--- config.mk ---
export PLATFORM = sky130hd
export DESIGN_NAME = int8_dot_product_requantize_core
export DESIGN_NICKNAME = d
export VERILOG_FILES = /design/src/idrq_pkg.sv /design/src/idrq_cfg_regs.sv /design/src/idrq_mul_add.sv /design/src/int8_dot_product_requantize_core.sv
export SDC_FILE = /design/constraint.sdc
export NUM_CORES = 2
export LEC_CHECK = 0
export ABC_AREA = 1
export BUFFER_PORTS_ARGS = -buffer_cell sky130_fd_sc_hd__buf_2
export CAP_MARGIN = 20
export CORE_UTILIZATION = 49
export DETAILED_ROUTE_END_ITERATION = 8
export GPL_ROUTABILITY_DRIVEN = 0
export PLACE_DENSITY = 0.74
export SYNTH_ARGS = -nofsm -noshare
export SYNTH_HDL_FRONTEND = slang
export SYNTH_HIERARCHICAL = 1
export SYNTH_SLANG_ARGS = --single-unit
--- constraint.sdc ---
create_clock -name clk -period 32.4 [get_ports clk]
set_input_delay 4.86 -clock clk [delete_from_list [all_inputs] [get_ports clk]]
set_output_delay 4.86 -clock clk [all_outputs]
set_load 0.02 [all_outputs]
--- src/idrq_pkg.sv ---
// Package for the int8 dot-product requantize core.
// Holds the config register struct and reset values, register indexes,
// sequencer states and the request format of the shared multiply-add unit.
package idrq_pkg;

  localparam int CFG_INDEX_W = 2;
  localparam int CFG_DATA_W  = 32;

  // Config register indexes
  localparam logic [CFG_INDEX_W-1:0] REG_SCALE_MULTIPLIER = 2'd0;
  localparam logic [CFG_INDEX_W-1:0] REG_SCALE_SHIFT      = 2'd1;
  localparam logic [CFG_INDEX_W-1:0] REG_LEAKY_ENABLE     = 2'd2;

  // Reset values
  localparam logic [31:0] SCALE_MULTIPLIER_RST = 32'd65536;
  localparam logic [4:0]  SCALE_SHIFT_RST      = 5'd16;
  localparam logic        LEAKY_ENABLE_RST     = 1'b1;

  // Leaky slope and output range
  localparam int unsigned  LEAKY_SHIFT = 3;
  localparam logic [7:0]   Q_MAX       = 8'sd127;
  localparam logic [7:0]   Q_MIN       = 8'h80;

  typedef struct packed {
    logic [31:0] scale_multiplier;
    logic [4:0]  scale_shift;
    logic        leaky_enable;
  } cfg_t;

  // One request to the shared multiply-add unit:
  // result = addend + ((op_a * op_b) << (hi_half ? 16 : 0))
  typedef struct packed {
    logic signed [31:0] op_a;
    logic signed [16:0] op_b;
    logic        [63:0] addend;
    logic               hi_half;
  } mac_req_t;

  typedef enum logic [2:0] {
    ST_IDLE,
    ST_MAC,
    ST_BIAS,
    ST_MUL_LO,
    ST_MUL_HI,
    ST_OUT
  } seq_state_t;

endpackage

--- src/idrq_cfg_regs.sv ---
// Configuration registers of the int8 dot-product requantize core.
// Depends on idrq_pkg for register indexes, reset values and cfg_t.
module idrq_cfg_regs import idrq_pkg::*; (
  input  logic                   clk,
  input  logic                   rst,
  input  logic                   cfg_valid,
  input  logic [CFG_INDEX_W-1:0] cfg_index,
  input  logic [CFG_DATA_W-1:0]  cfg_data,
  output cfg_t                   cfg
);

  // Writes to an unknown index are dropped
  always_ff @(posedge clk) begin
    if (rst) begin
      cfg.scale_multiplier <= SCALE_MULTIPLIER_RST;
      cfg.scale_shift      <= SCALE_SHIFT_RST;
      cfg.leaky_enable     <= LEAKY_ENABLE_RST;
    end else if (cfg_valid) begin
      unique case (cfg_index)
        REG_SCALE_MULTIPLIER: cfg.scale_multiplier <= cfg_data;
        REG_SCALE_SHIFT:      cfg.scale_shift      <= cfg_data[4:0];
        REG_LEAKY_ENABLE:     cfg.leaky_enable     <= cfg_data[0];
        default: ;
      endcase
    end
  end

endmodule

--- src/idrq_mul_add.sv ---
// Shared multiply-add unit: one 32x17 signed multiply plus a 64-bit add.
// Depends on idrq_pkg for the mac_req_t request format.
module idrq_mul_add import idrq_pkg::*; (
  input  mac_req_t    req,
  output logic [63:0] result
);

  logic signed [48:0] prod;
  logic        [63:0] prod_ext;
  logic        [63:0] prod_pos;

  always_comb begin
    prod     = req.op_a * req.op_b;
    prod_ext = {{15{prod[48]}}, prod};
    // Upper half of a split multiply lands 16 bits up; overflow past 64 wraps
    prod_pos = req.hi_half ? {prod_ext[47:0], 16'b0} : prod_ext;
    result   = req.addend + prod_pos;
  end

endmodule

--- src/int8_dot_product_requantize_core.sv ---
// int8 dot product with bias, leaky ReLU and requantization, top level.
// A non-last item is accepted and accumulated; a last item then runs bias add,
// the scale multiply and output, all on one shared 32x17 multiply-add unit
// used for accumulate, bias add and two halves of the 32x32 scale multiply.
// A new item is taken only in idle; the output step waits on m_tready.
// Reset (rst, synchronous): clears the sum, empties the output, loads config.
module int8_dot_product_requantize_core import idrq_pkg::*; (
  input  logic                   clk,
  input  logic                   rst,
  // Input stream
  input  logic                   s_tvalid,
  output logic                   s_tready,
  input  logic [47:0]            s_tdata,  // weight_value, activation_value, bias_value
  input  logic                   s_tlast,  // last_element
  // Result stream
  output logic                   m_tvalid,
  input  logic                   m_tready,
  output logic [7:0]             m_tdata,  // quantized_result
  // Config writes
  input  logic                   cfg_valid,
  output logic                   cfg_ready,
  input  logic [CFG_INDEX_W-1:0] cfg_index,
  input  logic [CFG_DATA_W-1:0]  cfg_data
);

  cfg_t        cfg;
  seq_state_t  state, state_next;
  mac_req_t    req;
  logic [63:0] unit_result;

  logic signed [7:0]  weight;
  logic signed [7:0]  activation;
  logic        [31:0] bias;
  logic               last;
  logic        [31:0] running_sum;
  logic        [31:0] acc;
  logic        [63:0] prod;

  logic        [31:0] biased;
  logic        [31:0] leaky_val;
  logic signed [63:0] shifted;
  logic        [7:0]  sat_q;
  logic               out_free;

  assign cfg_ready = 1'b1;
  assign s_tready  = (state == ST_IDLE);
  assign out_free  = !m_tvalid || m_tready;

  idrq_cfg_regs u_cfg (
    .clk       (clk),
    .rst       (rst),
    .cfg_valid (cfg_valid),
    .cfg_index (cfg_index),
    .cfg_data  (cfg_data),
    .cfg       (cfg)
  );

  idrq_mul_add u_unit (
    .req    (req),
    .result (unit_result)
  );

  // Operand select for the shared unit
  always_comb begin
    req = '0;
    unique case (state)
      ST_MAC: begin
        req.op_a   = {{24{weight[7]}}, weight};
        req.op_b   = {{9{activation[7]}}, activation};
        req.addend = {{32{running_sum[31]}}, running_sum};
      end
      ST_BIAS: begin
        req.op_a   = bias;
        req.op_b   = 17'sd1;
        req.addend = {{32{acc[31]}}, acc};
      end
      ST_MUL_LO: begin
        req.op_a   = acc;
        req.op_b   = {1'b0, cfg.scale_multiplier[15:0]};
      end
      ST_MUL_HI: begin
        req.op_a    = acc;
        req.op_b    = {1'b0, cfg.scale_multiplier[31:16]};
        req.addend  = prod;
        req.hi_half = 1'b1;
      end
      default: ;
    endcase
  end

  // Leaky step and final shift / saturate
  always_comb begin
    biased    = unit_result[31:0];
    leaky_val = (cfg.leaky_enable && biased[31]) ?
                32'($signed(biased) >>> LEAKY_SHIFT) : biased;
    shifted   = $signed(prod) >>> cfg.scale_shift;
    if (shifted > 64'sd127) begin
      sat_q = Q_MAX;
    end else if (shifted < -64'sd128) begin
      sat_q = Q_MIN;
    end else begin
      sat_q = shifted[7:0];
    end
  end

  // Sequencer
  always_ff @(posedge clk) begin
    if (rst) begin
      state <= ST_IDLE;
    end else begin
      state <= state_next;
    end
  end

  always_comb begin
    state_next = state;
    unique case (state)
      ST_IDLE:   if (s_tvalid) state_next = ST_MAC;
      ST_MAC:    state_next = last ? ST_BIAS : ST_IDLE;
      ST_BIAS:   state_next = ST_MUL_LO;
      ST_MUL_LO: state_next = ST_MUL_HI;
      ST_MUL_HI: state_next = ST_OUT;
      ST_OUT:    if (out_free) state_next = ST_IDLE;
      default:   state_next = ST_IDLE;
    endcase
  end

  // Input capture and working registers
  always_ff @(posedge clk) begin
    if (state == ST_IDLE && s_tvalid) begin
      weight     <= s_tdata[7:0];
      activation <= s_tdata[15:8];
      bias       <= s_tdata[47:16];
      last       <= s_tlast;
    end
    if (state == ST_MAC && last) begin
      acc <= unit_result[31:0];
    end
    if (state == ST_BIAS) begin
      acc <= leaky_val;
    end
    if (state == ST_MUL_LO || state == ST_MUL_HI) begin
      prod <= unit_result;
    end
  end

  // Running sum, cleared on the last item
  always_ff @(posedge clk) begin
    if (rst) begin
      running_sum <= '0;
    end else if (state == ST_MAC) begin
      running_sum <= last ? 32'd0 : unit_result[31:0];
    end
  end

  // Output register
  always_ff @(posedge clk) begin
    if (rst) begin
      m_tvalid <= 1'b0;
    end else if (state == ST_OUT && out_free) begin
      m_tvalid <= 1'b1;
    end else if (m_tready) begin
      m_tvalid <= 1'b0;
    end
  end

  always_ff @(posedge clk) begin
    if (state == ST_OUT && out_free) begin
      m_tdata <= sat_q;
    end
  end

  // Checks
  a_sum_cleared: assert property (@(posedge clk) disable iff (rst)
    (state == ST_MAC && last) |=> (running_sum == 32'd0))
    else $error("running sum not cleared after last item");

  a_no_result_mid_run: assert property (@(posedge clk) disable iff (rst)
    (state == ST_MAC && !last) |=> (state == ST_IDLE))
    else $error("non-last item did not return to idle");

  a_result_from_out: assert property (@(posedge clk) disable iff (rst)
    $rose(m_tvalid) |-> $past(state == ST_OUT))
    else $error("result appeared outside output step");

  a_busy_not_ready: assert property (@(posedge clk) disable iff (rst)
    (state != ST_IDLE) |-> !s_tready)
    else $error("input ready while sequencer busy");

endmodule

==> results.md <==
- Power Internal: 0.000953 W
- Seq pwr share: 19.1%
- Root Buffer: clkbuf_16
- Final Hold Viols: 0
- Drt drc: 8
- Number of iterations in the first detailed-routing pass: 9
- Measured slew at the worst slew-check pin: 1.08 ns
- Tmin final: 12.36 ns
- DRT iter0 DRCs: 4585
- Worst Path Required: 32.67 ns
- Total negative setup slack: 0 ns
- Max VDD drop: 0.0000624 V
- Max_slew headroom: 27.8%
- Slowest-stage cell, CP: o211ai_1
- Synth top cells by count: 1688 x nand2_1, 1211 x inv_1, 558 x nand3_1
- Grt ovf: 0
- Worst skew pair latency: 0.59 ns
- Status: finished with violations
- M3 GR Usage: 8.91%
- H-tree Lvls: 1
- Fmax achieved: 0.0809 GHz
- DR WL/cell: 18.9 um
- Cell Rows: 104
- Register area share after synthesis: 15.2%
- Layout cells sized above 1: 6.38%
- Post-synthesis mux area share: 0%
- Crit path DAT: 12.63 ns
- Clock slew at reported path FFs: 0.06 ns
- CTS Buf Count: 26
- Count of input and output buffers: 97
- Die W: 288 um
- Pleak: 23.2 nW
- Adder-cell share of the synthesized area: 31.7%
- Logic pwr share: 67.0%
- Filler cell count: 7939
- DPL Wire Length: 101 mm
- GRT Overall Usage: 31.5%
- Post-Syn Area: 40100 um2
- Worst hold path class: register to register
- CTS tree: yes
- Via count: 37907
- Area Growth Syn to Fin: 5.13%
- Synth async-reset ratio: 0%
- Failing checks: design-rule violations
- CTS resizes: 0
- Worst Skew: 0.0424 ns
- Crit start category: register
- Final setup viols: 0
- Synth Area in XOR/XNOR: 1.44%
- Ys flop type: edfxtp_1
- CTS Hold Bufs: 0
- Unique masters post-synth: 64
- NumNets Final: 6505
- Simple logic cell fraction of the synthesized area: 29.3%
- Grt met2 use: 47.4%
- Starting Density: 49.7%
- Die height: 288 um
- RSZ-0062 raised after global routing: no
- Total wire length: 128 mm
- Slew Viols, Final: 0
- Synth area leader: fa_1
- Gr busiest metal: met2
- CTS sink cnt: 227
- Critical Path Max Stage Delay: 0.93 ns
- Compound-gate portion of the synthesized area: 7.67%
- Post-DRT Antenna Nets: 0
- Clock Path Buffers: 3
- Hold slack: 0.456 ns
- Syn_nets: 6572
- Power per standard cell area: 49.4 nW/um2
- Crit Path Category: register to register
- Area of the die: 83000 um2
- Synthesized area per cell: 6.94 um2
- Critical Path Most Common Cell: inv_1
- Vias per inst: 5.58
- Syn Inst Count: 5780
- Largest net degree at the start of global routing: 98
- Max cap viols: 0
- Synth top area cells: fa_1 26%, nand2_1 16%, edfxtp_1 11%, inv_1 11%, nand3_1 7.0%
- Core area: 80700 um2
- Vias in the first global route: 37032
- Flops & latches, synth: 227
- Synth warn: 6
- Top-count cell post-synth: nand2_1
- Area share of the largest cell type after synthesis: 26.1%
- Initial antenna violation count: 1
- First-pass GRT wire length: 203 mm
- GRT met1 Usage: 41.0%
- Sw Share: 54.2%
- Largest family of logic cells by synthesized area: adder cells
- Clock network power share: 13.9%
- Post-CTS setup buffers: 0
- Psw: 0.00113 W
- Period utilisation layout: 38.2%
- Number of synthesized flops with an enable pin: 153
- Critical-path maximum fanout: 35
- Setup crit end kind: register
- Io pins: 99
==> routing by layer <==
metal	share of wire, %	vias up
li1	-	17464
met1	39	17855
met2	43	2129
met3	12	459
met4	6.4	0
met5	0	-
==> layout make-up <==
cell class,count,area [um2],share of cell area (%)
antenna,2,5.00,0.0119
sequential,227,6080,14.4
clock inverter,12,81.3,0.193
multi-input combinational,4053,28200,66.8
timing repair buffer,168,1080,2.57
inverter,1237,4660,11.1
tap,1060,1330,3.15
clock buffer,36,749,1.78
==> path summary, 6_finish.rpt <==
check | slack, ns | endpoint | depth (start not counted) | from
min | 0.46 | u_cfg/cfg[22]$_SDFFE_PP1P_ | 2 | u_cfg/cfg[22]$_SDFFE_PP1P_
min reg2reg | 0.46 | u_cfg/cfg[22]$_SDFFE_PP1P_ | 2 | u_cfg/cfg[22]$_SDFFE_PP1P_
max reg2reg | 20.04 | acc[4]$_DFFE_PP_ | 38 | state[2]$_SDFFE_PP0P_
max | 20.04 | acc[4]$_DFFE_PP_ | 38 | state[2]$_SDFFE_PP0P_
==> power by group through the flow <==
| stage | Combinational, W | Sequential, W | Clock [W] |
|---|---|---|---|
| 6_report | 0.00140 | 0.000398 | 0.000289 |
| 4_1_cts | 0.00134 | 0.000396 | 0.000292 |
| 3_3_place_gp | 0.00131 | 0.000402 | 0 |
| 5_1_grt | 0.00151 | 0.000400 | 0.000302 |
| 3_5_place_dp | 0.00133 | 0.000402 | 0 |
| 2_1_floorplan | 0.000913 | 0.000395 | 0 |
==> cell usage in the layout, fill, tap and decap left out, drive strengths merged, types with 30 or more instances in the layout <==
cell type	instances
nand2	1732
inv	1238
nand3	579
fa	522
nor2	388
a21oi	205
ha	182
buf	168
edfxtp	153
o21ai	130
dfxtp	74
xor2	47
clkbuf	36
o211ai	34
a211oi	32
o21bai	30
==> state kept, by name, summed over array words and instances, names as in the netlist <==
register and cells:
acc 32, activation 8, bias 32, last 1, m_tdata 8, m_tvalid 1, prod 64, running_sum 32
state 3, u_cfg/cfg 38, weight 8
==> per-stage QoR <==
step	util, %	total power [W]	std cells	worst slack (ns)	instance area, um2
2_1_floorplan	-	0.00131	5780	21.49	40100
3_3_place_gp	51.1	0.00171	6741	20.77	41200
6_report	52.2	0.00208	6795	20.04	42100
5_1_grt	52.2	0.00222	6793	19.62	42100
3_5_place_dp	51.1	0.00173	6742	20.58	41200
4_1_cts	52.1	0.00202	6790	20.52	42100
==> cell families after synthesis <==
kind of cell,count (synthesis)
AND/OR/NAND/NOR,2782
XOR/XNOR,66
adder cells (fa/ha/maj),704
AO/OA/AOI/OAI,500
other,1
buffers and inverters,1500
flip-flops,227
==> critical path, delay by kind of cell, from the launching register on <==
family	cells	cell delay, ns
AOI/OAI and AO/OA	8	2.49
DFF	1	0.49
xor gates and xnor gates	2	1.05
buffers and inverters	11	2.56
adders and majority gates	8	3.82
and+or+nand+nor	9	1.60
Note: power is estimated with default switching activity, not from simulation.
